==> config.mk <==
export PLATFORM = sky130hd
export DESIGN_NAME = cbc_divider
export DESIGN_NICKNAME = d
export VERILOG_FILES = /design/src/sv/cubic_bezier_classifier_assert.svh /design/src/sv/cbc_pkg.sv /design/src/sv/cbc_divider.sv
export SDC_FILE = /design/constraint.sdc
export NUM_CORES = 2
export LEC_CHECK = 0
export BUFFER_PORTS_ARGS = -buffer_cell sky130_fd_sc_hd__buf_4
export CAP_MARGIN = 25
export CELL_PAD_IN_SITES_DETAIL_PLACEMENT = 1
export CELL_PAD_IN_SITES_GLOBAL_PLACEMENT = 2
export CORE_MARGIN = 4
export CORE_UTILIZATION = 38
export DETAILED_ROUTE_END_ITERATION = 6
export GPL_ROUTABILITY_DRIVEN = 0
export GPL_TIMING_DRIVEN = 0
export PLACE_DENSITY = 0.84
export SYNTH_ARGS = -nofsm -noshare
export SYNTH_HDL_FRONTEND = slang
export SYNTH_SLANG_ARGS = --single-unit
==> constraint.sdc <==
create_clock -name clk -period 6.54 [get_ports clk]
set_clock_uncertainty 0.2 [all_clocks]
set_input_delay 0 -clock clk [delete_from_list [all_inputs] [get_ports clk]]
set_output_delay 0 -clock clk [all_outputs]
set_load 0.005 [all_outputs]
==> src/sv/cubic_bezier_classifier_assert.svh <==
// Assertion macros for the cubic Bezier classifier.
// Included by the top level; needs no package.
`ifndef CUBIC_BEZIER_CLASSIFIER_ASSERT_SVH
`define CUBIC_BEZIER_CLASSIFIER_ASSERT_SVH
`ifndef ASSERT_OFF
`define CBC_ASSERT_IMPLIES(name, clk, rst_n, ante, cons) \
	name: assert property (@(posedge clk) disable iff (!rst_n) (ante) |-> (cons)) \
		else $error("cubic_bezier_classifier: same-cycle check failed");
`define CBC_ASSERT_NEXT(name, clk, rst_n, ante, cons) \
	name: assert property (@(posedge clk) disable iff (!rst_n) (ante) |=> (cons)) \
		else $error("cubic_bezier_classifier: next-cycle check failed");
`else
`define CBC_ASSERT_IMPLIES(name, clk, rst_n, ante, cons)
`define CBC_ASSERT_NEXT(name, clk, rst_n, ante, cons)
`endif
`endif

==> src/sv/cbc_pkg.sv <==
// Shared types, constants and step functions for the cubic Bezier classifier.
// No dependencies.
`default_nettype none
package cbc_pkg;

	localparam int RAD_W = 64;
	localparam int ROOT_W = 32;
	localparam int QUO_W = 31;
	localparam int NUM_W = 62;
	localparam int STEPS_PER_STAGE = 2;
	localparam int ROOT_STAGES = ROOT_W / STEPS_PER_STAGE;
	localparam int DIV_STAGES = (QUO_W + STEPS_PER_STAGE - 1) / STEPS_PER_STAGE;

	typedef logic [0:0] cfg_idx_t;
	localparam cfg_idx_t CFG_ZERO_TOL = 1'b0;
	localparam cfg_idx_t CFG_POINT_TOL = 1'b1;

	typedef enum logic [2:0] {
		CT_SERPENTINE = 3'd0,
		CT_SELFCROSS = 3'd1,
		CT_CUSP = 3'd2,
		CT_QUADRATIC = 3'd3,
		CT_LINE = 3'd4,
		CT_POINT = 3'd5
	} curve_type_t;

	typedef struct packed {
		logic [RAD_W-1:0] rad;
		logic [RAD_W-1:0] res;
	} sqrt_st_t;

	typedef struct packed {
		logic [ROOT_W-1:0] rem;
		logic [QUO_W-1:0] nlow;
		logic [QUO_W-1:0] quo;
		logic [ROOT_W-1:0] den;
	} div_st_t;

	function automatic sqrt_st_t sqrt_step(input sqrt_st_t st, input logic [RAD_W-1:0] bw);
		sqrt_st_t o;
		logic [RAD_W:0] t;
		t = {1'b0, st.res} + {1'b0, bw};
		if ({1'b0, st.rad} >= t) begin
			o.rad = st.rad - t[RAD_W-1:0];
			o.res = (st.res >> 1) + bw;
		end else begin
			o.rad = st.rad;
			o.res = st.res >> 1;
		end
		return o;
	endfunction

	function automatic div_st_t div_step(input div_st_t st);
		div_st_t o;
		logic [ROOT_W:0] t;
		logic [ROOT_W:0] df;
		t = {st.rem, st.nlow[QUO_W-1]};
		df = t - {1'b0, st.den};
		o = st;
		o.nlow = {st.nlow[QUO_W-2:0], 1'b0};
		if (t >= {1'b0, st.den}) begin
			o.rem = df[ROOT_W-1:0];
			o.quo = {st.quo[QUO_W-2:0], 1'b1};
		end else begin
			o.rem = t[ROOT_W-1:0];
			o.quo = {st.quo[QUO_W-2:0], 1'b0};
		end
		return o;
	endfunction

endpackage
`default_nettype wire

==> src/sv/cbc_divider.sv <==
// Pipelined restoring divider, two quotient bits per stage.
// Depends on cbc_pkg.
`default_nettype none
module cbc_divider (
	input logic clk,
	input logic en,
	input logic [cbc_pkg::NUM_W-1:0] num,
	input logic [cbc_pkg::ROOT_W-1:0] den,
	output logic [cbc_pkg::QUO_W-1:0] quo
);

	cbc_pkg::div_st_t st_s [cbc_pkg::DIV_STAGES];

	for (genvar k = 0; k < cbc_pkg::DIV_STAGES; k++) begin : g_stage
		cbc_pkg::div_st_t src;
		cbc_pkg::div_st_t nxt;
		if (k == 0) begin : g_first
			assign src = '{rem: {1'b0, num[cbc_pkg::NUM_W-1:cbc_pkg::QUO_W]},
				nlow: num[cbc_pkg::QUO_W-1:0], quo: '0, den: den};
		end else begin : g_rest
			assign src = st_s[k-1];
		end
		always_comb begin
			nxt = src;
			for (int j = 0; j < cbc_pkg::STEPS_PER_STAGE; j++) begin
				if (k * cbc_pkg::STEPS_PER_STAGE + j < cbc_pkg::QUO_W) begin
					nxt = cbc_pkg::div_step(nxt);
				end
			end
		end
		always_ff @(posedge clk) begin
			if (en) begin
				st_s[k] <= nxt;
			end
		end
	end

	assign quo = st_s[cbc_pkg::DIV_STAGES-1].quo;

endmodule
`default_nettype wire

# Word level (Yosys, flattened, before mapping)
# Memory sizes are Yosys's and may differ from the RTL's.
# Index checks and enable logic that the tools add are counted.
dict set report totals {
  latch_bits 0
  romBits 0
  ram_bits 2000
  elab_cells 127
  output_inout_bits 31
  n_memories 1
  register_bits 0
}
dict set report classes {
  n_mul 0
  n_div 0
  bitwise 0
  shifts 0
  reduce_logical 0
  addsub 31
  n_mux 64
  n_eq_ne 0
  order_cmp 31
}
# memory words width read_ports rd_ports_with_merged_regs wr line_no
set mem_list {}
lappend mem_list {st_s 16 125 16 0 16 cbc_divider.sv:12} ;# cbc_pkg::div_st_t st_s [cbc_pkg::DIV_STAGES];
# op n
set op_table {}
lappend op_table {{32-bit two-way mux} 31}
lappend op_table {{32-bit subtractor} 31}
lappend op_table {{33-bit by 32-bit greater-or-equal comparator with 1-bit output} 30}
lappend op_table {{1-bit two-way mux} 33}
lappend op_table {{32-bit greater-or-equal comparator} 1}

# Logic depth before layout (Yosys ltp)
# An unclocked memory read counts as a cell.
dict set report logic_depth {
  word_depth 5
  mapped_depth 31
}

# Worst setup path before layout
# No wires, ideal clock.
dict set report synth_path {
  path_type {reg2reg}
  startpoint {memory st_s[0][735] in the netlist's numbering}
  endpoint {memory st_s[0][867] in the netlist's numbering, data pin}
  setup_time_ps 260
  slack_ps 221
  arrival_ps 5860
  stages_incl_launch_ff 28
  required_ps 6080
  path_cell_list {edfxtp_1 -> ha_1 -> a21o_1 -> a21o_1 -> a21o_1 -> a21oi_1 -> nor3b_2 -> a211oi_1 -> or2_1 -> buf_2 -> a221oi_4 -> buf_2 -> buf_2 -> nand2_1 -> o31ai_1 -> ha_1 -> a21o_1 -> a211oi_1 -> o21ai_0 -> o22ai_1 -> o21ai_1 -> nor4b_2 -> o22ai_1 -> nor4_1 -> nor3_1 -> a211oi_4 -> buf_6 -> mux2_2}
}
# element line_no
set synth_lines {}
lappend synth_lines {{from (decl)} cbc_divider.sv:12}

==> results by group <==
Global route
  • First-pass GRT wire length: approximately 500 mm
  • Vias in the first global route: about 86000
  • Global-route congestion overflow total: 0
  • Largest net degree at the start of global routing: roughly 190
  • Initial antenna violation count: 8
  • GRT Resource Usage Total: about 22%

Timing
  • Max_slew headroom: about an eighth
  • RSZ-0062 raised after global routing: true
  • Final worst-path cycle share: 102%
  • Fmax: approximately 150 MHz
  • Final setup vio count: 30
  • Slew Viols, Final: 0
  • Min cycle time layout: between 6000 and 7000 ps
  • Fin worst setup slack: -153 ps
  • Hold Violations, Final: 7
  • Hold_ws: -812 ps
  • Worst-margin pin slew: approximately 1300 ps
  • TNS Setup: -3100 ps

Worst setup path
  • Critical path launch point type: flop
  • Crit path max fanout: 10
  • CP Buf/Inv Count: 8
  • Worst EP required: around 6900 ps
  • Worst Path Arrival: ~7100 ps
  • Kind of critical path: flop to flop
  • Delay of the slowest critical-path stage: roughly 430 ps
  • R2R Path Start: st_s[0][887]
  • Crit path max-delay cell type: edfxtp_1
  • Worst Setup SP: st_s[0][887]
  • Crit path capture type: flop
  • Cell family with most CP delay: compound AO/OA/AOI/OAI gates

Cells and area
  • Biggest registers after layout: st_s (1456)
  • Syn-to-layout area delta: 20.4%
  • Finished Cell Area: roughly 130000 µm²
  • Max reg flops: 1456
  • Final nets: ~12000
  • Top reg by flops: st_s
  • Post-route insts no fill: between 10000 and 15000
  • Fill count: between 20000 and 30000
  • Fraction of layout cells with a size suffix above 1: slightly below 20%

Synthesis
  • Post-Syn Area: 104000 µm²
  • Yosys warnings: 0
  • Top post-synthesis cells by area: edfxtp_1, ha_1, mux2_2, xnor2_1, a21oi_1
  • Yosys reg bits: 1456
  • Most common cell in the synthesized netlist: edfxtp_1
  • Synth unique cells: approximately 110
  • Post-synth EDFFs: around 1500
  • Synth Flop Type: edfxtp_1
  • Commonest cells post-synth: edfxtp_1, ha_1, a21oi_1, inv_1, nor2_1
  • Top cell type's share of synthesized area: a little over two fifths
  • FFs w/ async S/R, synth: 0%
  • Area leader, netlist: edfxtp_1
  • Sequential cell area fraction in the yosys report: 42.1%
  • Syn_nets: about 11000
  • Mean Syn Cell Area: 10.3 µm²
  • Mapped Cells: between 10000 and 15000

Clock network
  • Clock Tree Root: clkbuf_16
  • CTS tree: built
  • CTS Sinks: between 1000 and 1500
  • Worst-path clk slew: 60 ps
  • Worst skew pair latency: a little under 900 ps
  • CTS H-tree depth: 4
  • Clock tree buffer depth: 4
  • Num CTS Buffers: around 180

Placement
  • Dpl cells: ~14000
  • Dpl hpwl: around 250 mm
  • PortBufs: about 130
  • Post-Place Cell Area: 110000 µm²

Worst hold path
  • Hold WC Path Type: input port to flop
  • Hold_sp: den[10]

Run
  • Max_cap viols: 0

Floorplan
  • Area of the core: 271000 µm²
  • Chip Width: approximately 530 µm
  • Ports: 127
  • Starting Density: between 30% and 40%
  • Die Y: between 500 and 600 µm
  • Die area: 282000 µm²
  • Std cell rows: 191

Routing
  • Via count: 82800
  • DRT Pass-1 Iters: 5
  • Initial drt markers: about 5500
  • Routed WL: roughly 330 mm
  • Vias per cell: 5.67
  • Remaining DRCs: 0
  • Routed len/inst: 22.9 µm
  • Routed Antenna Nets: 0

Status
  • Outcome: finished with violations
  • Failing checks: hold timing, setup timing
-- logic make-up after synthesis --
family | count (synthesis) | synth area share [%]
simple gates | 2333 | 10.8
compound gates | 2904 | 17.8
fa+ha+maj | 1022 | 12.5
buf+inv | 990 | 3.78
flops | 1456 | 42.1
xor+xnor | 775 | 6.54
mux | 599 | 6.45
-- placed cells by master, fill, tap and decap left out, types with 60 or more instances in the layout --
cell type      instances
dlygate4sd3_1        194
nor2b_1              102
ha_1                 849
nand4_1              123
xor2_1               227
mux2_2               513
nor2_1               648
o21ai_1               60
a21oi_1              814
inv_1                745
a21oi_2              103
nand3_1              198
buf_4                474
o21ai_0              493
o211ai_1              67
o21bai_1             125
ha_2                  61
o21a_1               132
clkbuf_16            188
nand2_1              565
xnor2_1              548
edfxtp_1            1456
nor3_1               136
and3_1                77
a31oi_1               64
nand2b_1             118
a21o_1               434
ha_4                  82
-- area by class of cell --
| type | instances | area, µm² | share of cell area, % |
|---|---|---|---|
| multi-input cells | 7633 | 60400 | 48.3 |
| flip-flops and latches | 1456 | 43700 | 35.0 |
| repair buffers | 679 | 6020 | 4.82 |
| clock buffers | 204 | 4640 | 3.71 |
| well taps | 3570 | 4470 | 3.57 |
| inverters | 800 | 3050 | 2.44 |
| plain buffers | 165 | 1590 | 1.28 |
| clock inverters | 104 | 1120 | 0.896 |
| diodes | 4 | 10.0 | 0.00801 |
-- final timing paths --
kind                  endpoint  slack [ps]  depth (start not counted)
setup / recovery  st_s[1][122]        -150                         29
setup reg to reg  st_s[1][122]        -150                         29
hold / removal     st_s[0][10]        -810                          1
hold reg to reg    st_s[1][80]         190                          0
-- stage by stage --
| stage | setup WS [ps] | utilization (%) |
|---|---|---|
| after floorplan | 221 | - |
| after global placement | -7540 | 40.2 |
| after detailed placement | -2200 | 40.4 |
| after CTS | 1.43 | 44.4 |
| after global routing | -314 | 46.0 |
| final | -153 | 46.0 |
-- worst register-to-register path, delay by kind of cell, from the launching register on --
family                     cells  cell delay (ps)
AOI/OAI and AO/OA             11             2400
muxes                          1              350
adders and majority gates      2              520
and+or+nand+nor                7             1340
DFF                            1              430
buffers and inverters          8             1200
-- timing repair --
action                                  in CTS  in global routing
buffers inserted                           170                169
hold buffers                               168                 26
endpoints found under the hold margin      521                 18
pin swaps                                   94                185
resized for setup                          590                672
endpoints found under the setup margin     495                490
gates cloned                                 3                  6
-- routing by layer --
metal / up-vias / wire, µm / GRT usage, %
li1: 39200 / - / -
met1: 41300 / 143000 / 28.6
met2: 1704 / 165000 / 39.3
met3: 582 / 12900 / 2.36
met4: 2 / 13200 / 8.44
met5: - / 13 / 0
Power is not shown: default switching activity piles up to over one toggle a cycle in this logic, so the estimate is an artifact.
