`src/sv/cubic_bezier_classifier_assert.svh`:
```
// Assertion macros for the cubic Bezier classifier.
// Included by the top level; needs no package.
`ifndef CUBIC_BEZIER_CLASSIFIER_ASSERT_SVH
`define CUBIC_BEZIER_CLASSIFIER_ASSERT_SVH
`ifndef ASSERT_OFF
`define CBC_ASSERT_IMPLIES(name, clk, rst_n, ante, cons) \
	name: assert property (@(posedge clk) disable iff (!rst_n) (ante) |-> (cons)) \
		else $error("cubic_bezier_classifier: same-cycle check failed");
`define CBC_ASSERT_NEXT(name, clk, rst_n, ante, cons) \
	name: assert property (@(posedge clk) disable iff (!rst_n) (ante) |=> (cons)) \
		else $error("cubic_bezier_classifier: next-cycle check failed");
`else
`define CBC_ASSERT_IMPLIES(name, clk, rst_n, ante, cons)
`define CBC_ASSERT_NEXT(name, clk, rst_n, ante, cons)
`endif
`endif

```
`src/sv/cbc_pkg.sv`:
```
// Shared types, constants and step functions for the cubic Bezier classifier.
// No dependencies.
`default_nettype none
package cbc_pkg;

	localparam int RAD_W = 64;
	localparam int ROOT_W = 32;
	localparam int QUO_W = 31;
	localparam int NUM_W = 62;
	localparam int STEPS_PER_STAGE = 2;
	localparam int ROOT_STAGES = ROOT_W / STEPS_PER_STAGE;
	localparam int DIV_STAGES = (QUO_W + STEPS_PER_STAGE - 1) / STEPS_PER_STAGE;

	typedef logic [0:0] cfg_idx_t;
	localparam cfg_idx_t CFG_ZERO_TOL = 1'b0;
	localparam cfg_idx_t CFG_POINT_TOL = 1'b1;

	typedef enum logic [2:0] {
		CT_SERPENTINE = 3'd0,
		CT_SELFCROSS = 3'd1,
		CT_CUSP = 3'd2,
		CT_QUADRATIC = 3'd3,
		CT_LINE = 3'd4,
		CT_POINT = 3'd5
	} curve_type_t;

	typedef struct packed {
		logic [RAD_W-1:0] rad;
		logic [RAD_W-1:0] res;
	} sqrt_st_t;

	typedef struct packed {
		logic [ROOT_W-1:0] rem;
		logic [QUO_W-1:0] nlow;
		logic [QUO_W-1:0] quo;
		logic [ROOT_W-1:0] den;
	} div_st_t;

	function automatic sqrt_st_t sqrt_step(input sqrt_st_t st, input logic [RAD_W-1:0] bw);
		sqrt_st_t o;
		logic [RAD_W:0] t;
		t = {1'b0, st.res} + {1'b0, bw};
		if ({1'b0, st.rad} >= t) begin
			o.rad = st.rad - t[RAD_W-1:0];
			o.res = (st.res >> 1) + bw;
		end else begin
			o.rad = st.rad;
			o.res = st.res >> 1;
		end
		return o;
	endfunction

	function automatic div_st_t div_step(input div_st_t st);
		div_st_t o;
		logic [ROOT_W:0] t;
		logic [ROOT_W:0] df;
		t = {st.rem, st.nlow[QUO_W-1]};
		df = t - {1'b0, st.den};
		o = st;
		o.nlow = {st.nlow[QUO_W-2:0], 1'b0};
		if (t >= {1'b0, st.den}) begin
			o.rem = df[ROOT_W-1:0];
			o.quo = {st.quo[QUO_W-2:0], 1'b1};
		end else begin
			o.rem = t[ROOT_W-1:0];
			o.quo = {st.quo[QUO_W-2:0], 1'b0};
		end
		return o;
	endfunction

endpackage
`default_nettype wire

```
`src/sv/cbc_isqrt.sv`:
```
// Pipelined integer square root, two result bits per stage.
// Depends on cbc_pkg.
`default_nettype none
module cbc_isqrt (
	input logic clk,
	input logic en,
	input logic [cbc_pkg::RAD_W-1:0] rad,
	output logic [cbc_pkg::ROOT_W-1:0] root
);

	cbc_pkg::sqrt_st_t st_s [cbc_pkg::ROOT_STAGES];

	for (genvar k = 0; k < cbc_pkg::ROOT_STAGES; k++) begin : g_stage
		cbc_pkg::sqrt_st_t src;
		cbc_pkg::sqrt_st_t nxt;
		if (k == 0) begin : g_first
			assign src = '{rad: rad, res: '0};
		end else begin : g_rest
			assign src = st_s[k-1];
		end
		always_comb begin
			nxt = src;
			for (int j = 0; j < cbc_pkg::STEPS_PER_STAGE; j++) begin
				nxt = cbc_pkg::sqrt_step(nxt,
					64'd1 << (62 - 2 * (k * cbc_pkg::STEPS_PER_STAGE + j)));
			end
		end
		always_ff @(posedge clk) begin
			if (en) begin
				st_s[k] <= nxt;
			end
		end
	end

	assign root = st_s[cbc_pkg::ROOT_STAGES-1].res[cbc_pkg::ROOT_W-1:0];

endmodule
`default_nettype wire

```
`config.mk`:
```
export PLATFORM = sky130hd
export DESIGN_NAME = cbc_isqrt
export DESIGN_NICKNAME = d
export VERILOG_FILES = /design/src/sv/cubic_bezier_classifier_assert.svh /design/src/sv/cbc_pkg.sv /design/src/sv/cbc_isqrt.sv
export SDC_FILE = /design/constraint.sdc
export NUM_CORES = 2
export LEC_CHECK = 0
export ABC_AREA = 1
export BUFFER_PORTS_ARGS = -buffer_cell sky130_fd_sc_hd__buf_2
export CORE_MARGIN = 1.5
export CORE_UTILIZATION = 23
export DETAILED_ROUTE_END_ITERATION = 8
export GPL_TIMING_DRIVEN = 1
export PLACE_DENSITY = 0.44
export SLEW_MARGIN = 0
export SYNTH_ARGS = -nofsm -noshare
export SYNTH_HDL_FRONTEND = slang
export SYNTH_SLANG_ARGS = --single-unit
```
`constraint.sdc`:
```
create_clock -name clk -period 5.4 [get_ports clk]
set_clock_uncertainty 0.1 [all_clocks]
set_input_delay 0.54 -clock clk [delete_from_list [all_inputs] [get_ports clk]]
set_output_delay 0.54 -clock clk [all_outputs]
set_load 0.1 [all_outputs]
```
**Word level (Yosys, flattened, before mapping)**

Memory sizes are Yosys's and may differ from the RTL's.
Index checks and enable logic that the tools add are counted.

- Magnitude comparators: 32
- $add $sub $neg: 94
- Mux-type cells: 34

Operator list:

| cell | count |
|---|---|
| two-way mux 128 bit | 32 |
| greater-or-equal comparator 64 x 65 -> 1 bit | 31 |
| subtractor 64 bit | 31 |
| adder 64 x 1 -> 65 bit, second input constant | 1 |
| adder 64 x 11 -> 65 bit, second input constant | 1 |
| adder 64 x 13 -> 65 bit, second input constant | 1 |
| adder 64 x 15 -> 65 bit, second input constant | 1 |
| adder 64 x 17 -> 65 bit, second input constant | 1 |
| adder 64 x 19 -> 65 bit, second input constant | 1 |
| adder 64 x 21 -> 65 bit, second input constant | 1 |
| adder 64 x 23 -> 65 bit, second input constant | 1 |
| adder 64 x 25 -> 65 bit, second input constant | 1 |
| adder 64 x 27 -> 65 bit, second input constant | 1 |
| adder 64 x 29 -> 65 bit, second input constant | 1 |
| adder 64 x 3 -> 65 bit, second input constant | 1 |
| adder 64 x 31 -> 65 bit, second input constant | 1 |
| adder 64 x 33 -> 65 bit, second input constant | 1 |
| adder 64 x 35 -> 65 bit, second input constant | 1 |
| adder 64 x 37 -> 65 bit, second input constant | 1 |
| adder 64 x 39 -> 65 bit, second input constant | 1 |
| adder 64 x 41 -> 65 bit, second input constant | 1 |
| adder 64 x 43 -> 65 bit, second input constant | 1 |
| adder 64 x 45 -> 65 bit, second input constant | 1 |
| adder 64 x 47 -> 65 bit, second input constant | 1 |
| 44 further kinds | 45 |

- Input bits: 66
- Register bits: 0
- Bits in writable memories: 2,048
- Memories kept: 1

Memory list:

| memory | words | bits a word | read ports | clocked after memory_dff | write ports | RTL line | source |
|---|---|---|---|---|---|---|---|
| st_s | 16 | 128 | 16 | 0 | 16 | cbc_isqrt.sv:11 | `cbc_pkg::sqrt_st_t st_s [cbc_pkg::ROOT_STAGES];` |

**Depth between registers and ports, before layout**

An unclocked memory read counts as a cell.

- Word-level depth: 7
- Mapped depth: 35

**Worst setup path after synthesis**

No wires, ideal clock.

- Path kind: register to register
- Start: memory st_s[4][225] in the netlist's numbering
- End: memory st_s[5][103] in the netlist's numbering (data pin)
- Slack: 0.851 ns
- Arrival: 4.187 ns
- Setup time: 0.261 ns
- Cell stages (with the launch flop): 28
- Path buffers: 4
- Path through: edfxtp_1 > ha_1 > nand2_1 > nor2_1 > and2_1 > nand2_1 > nor2_1 > nand2_1 > nand4_2 > buf_2 > buf_1 > clkbuf_1 > a21oi_1 > ha_1 > nand2_1 > nor2_1 > inv_1 > nor2_1 > inv_1 > nor4_1 > nand2_1 > nor3_1 > nand3_1 > nand2_1 > nor2_2 > buf_4 > nand2_1 > o21ai_0

RTL lines:

| what | RTL line |
|---|---|
| start, declared | cbc_isqrt.sv:11 |

==> impl_metrics.ini <==
[place]
dp_hpwl_microns = 375300
place_ws_ps = -623.2
gp_congestion = 0.9548
portBuffers = 97
placed_cell_area_sq_mm = 0.1195

[clock_network]
clk_latency_ps = 890
cts-htree-levels = 4
ctsRootBufferMaster = clkbuf_16
tritoncts = done
clkTransAtPathRegs_ps = 60
clock-sinks = 1232
cts_buffers = 155
clock_path_buffers = 4

[routing]
ant_nets = 0
wirelength_microns = 440000
drc_errors = 0
drt_iter0_drc = 8044
via_per_inst = 4.545
vias = 100600
wire_per_inst_microns = 19.88
drt_pass1_iterations = 6

[worst_setup_path]
startpoint_type = flip-flop
reg2reg_slack_ps = 160
cp.arrival_ps = 5680
cp-end-kind = flip-flop
cp.required_ps = 5840
reg2reg_depth = 25
worstReg2RegStart = st_s[3][195]$_DFFE_PP_
cp_max_fo = 20
r2r-end = st_s[4][114]$_DFFE_PP_
path_class = flip-flop to flip-flop

[sta]
period_share_pct = 97.00
layout_min_cycle_time_ps = 5238
hold_viol_final = 0
whs_ps = 199.5
rsz0062_at_grt = yes
setup_viol = 0
worst_pin_slew_ps = 1082
slew_headroom_pct = 27.86
final.setup.worst_slack_ps = 161.8
report.final.slew_viol_count = 0
fmax_ghz = 0.1909

[die]
die_area_sq_mm = 0.4444
start_util_pct = 23.12
io_pins = 98
core_sq_mm = 0.4381
placementRows = 243
fp.dieW_microns = 666.6
die_h_microns = 666.6

[synthesis]
synth_area_sq_mm = 0.1013
synth-async-reset-ratio_pct = 0
synthFlopType = edfxtp_1
yosysSeqAreaShare_pct = 36.52
yosysTopAreaCellShare_pct = 36.52
synth_edf_count = 1232
yosys.area.top_type = edfxtp_1
synthTopCellsByArea = edfxtp_1, nand2_1, inv_1
syn-instance-count = 14500
synth.avg_cell_area_sq_um = 6.984
syn_nets = 15140
ys_types = 70
ys_ff_latch = 1232
yosysWarnings = 0

[hold_path]
hold_depth = 5
hold_path_class = primary input to flip-flop
min_from = rad[63]
min_to = st_s[0][127]$_DFFE_PP_

[flow_run]
max_cap_viol_count = 0

[global_routing]
grt_pass1_vias = 96550
grt_remaining_overflow = 0
grt_pass1_wl_microns = 636500
grt_use_total_pct = 19.09
antenna_found_initial = 14
grt_start_max_net_pins = 164

[layout]
syn_to_final_growth_pct = 24.32
layout_top_registers = st_s (1232)
regMostFlops = st_s
num-nets-final = 16780
final_layout_size_suffix_gt1_share_pct = 13.20
fin_area_sq_mm = 0.1259
largest_reg_flops = 1232
post-route-util_pct = 28.74

[power_and_ir_drop]
vdd_ir_drop_max_mv = 0.2643
p_per_area_mw_per_mm2 = 468.1
power_w = 0.05896
p_leak_nw = 56.63

[outcome]
status = finished, final reports clean
-- layer usage --
layer | GRT usage (%) | up-vias | wire length [microns]
met1 | 24.31 | 46890 | 191700
met2 | 34.35 | 2504 | 217400
met5 | 0 | - | 13
met3 | 1.513 | 473 | 17450
met4 | 5.282 | 2 | 13520
li1 | - | 50710 | -
-- worst max-delay path: stages (launching register included) --
cell      delay [ps]
edfxtp_1         450
nor2_1           120
nand2_1           50
nor3_1           470
nand3b_1         200
buf_4            230
o21ai_2          160
nor2_2            70
buf_12           150
nand2_1           60
o21ai_1          120
ha_1             390
nand2_2          100
nor2_1           110
buf_4            170
nand4_1          140
nor4b_2          310
nand4_1          350
nor2_1           220
nand3_1          110
nor2_1           110
nand3b_1          90
nand2_2          150
buf_4            210
nand3_1          100
xor2_1           170
-- area by class of cell --
type	count	area [sq um]
clock inverter	86	765.7
antenna	2	5.005
multi-input combinational	10910	55690
timing repair buffer	1624	12760
fill	48530	312200
sequential	1232	37000
inverter	2218	8351
tap	5880	7357
timing repair inverter	1	7.507
clock buffer	180	3994
-- cells in the mapped netlist (67+ instances only) --
master    number
xnor2_1      272
nand3_1      925
nand4_1      286
inv_1       2187
xor2_1       268
nand3b_1      67
ha_1         571
nor2_1      1844
nor4_1       121
edfxtp_1    1232
a21oi_1      735
nand2_1     4369
nor3_1       216
o21ai_0      662
-- kinds of logic after synthesis --
family / after synthesis / share of synthesized area, %
and+or+nand+nor: 8056 / 33.35
DFF: 1232 / 36.52
xor gates and xnor gates: 540 / 4.669
adders and majority gates: 571 / 7.053
buffers and inverters: 2364 / 9.093
AOI/OAI and AO/OA: 1740 / 9.311
-- power by group --
part	total, W	leakage, nW	switching (W)	internal, W
Combinational	0.0340	42.5	0.0212	0.0128
Clock	0.0102	2.29	0.00444	0.00578
Sequential	0.0147	11.8	0.00177	0.0129
Total	0.0590	56.6	0.0274	0.0315
-- worst max-delay path by stage --
stage,to,start,slack (ps)
2_1_floorplan,st_s[5][103]$_DFFE_PP_,st_s[4][225]$_DFFE_PP_,850
3_3_place_gp,st_s[4][103]$_DFFE_PP_,st_s[3][173]$_DFFE_PP_,-680
3_5_place_dp,st_s[4][103]$_DFFE_PP_,st_s[3][172]$_DFFE_PP_,-620
4_1_cts,st_s[6][102]$_DFFE_PP_,st_s[5][162]$_DFFE_PP_,1
5_1_grt,st_s[4][104]$_DFFE_PP_,st_s[3][170]$_DFFE_PP_,-10
6_report,st_s[4][114]$_DFFE_PP_,st_s[3][195]$_DFFE_PP_,160
-- timing repair --
item | CTS | global route
endpoints found under the hold margin | 65 | 0
buffers inserted | 6 | 45
resized for setup | 23 | 197
setup endpoints to repair | 45 | 426
hold buffers | 64 | 0
gates cloned | 0 | 2
pin swaps | 4 | 16
-- per-stage QoR --
stage               cells  TNS, ps
finish              22130        0
floorplan           14500        0
global route        22130   -47.00
global placement    21750   -18100
CTS                 22080        0
detailed placement  21750   -15980
-- layout by cell type (no fill, tap or decap), types with 118 or more instances in the layout --
cell type  instances
nand4_1          286
clkbuf_16        157
nand3_1          923
edfxtp_1        1232
xnor2_1          272
xor2_1           267
ha_1             549
inv_1           2177
nor2_1          1823
nor4_1           118
nor3_1           210
o21ai_0          592
nand2_1         4354
o21ai_1          123
buf_4           1409
a21oi_1          712
Note: power is estimated with default switching activity, not from simulation.
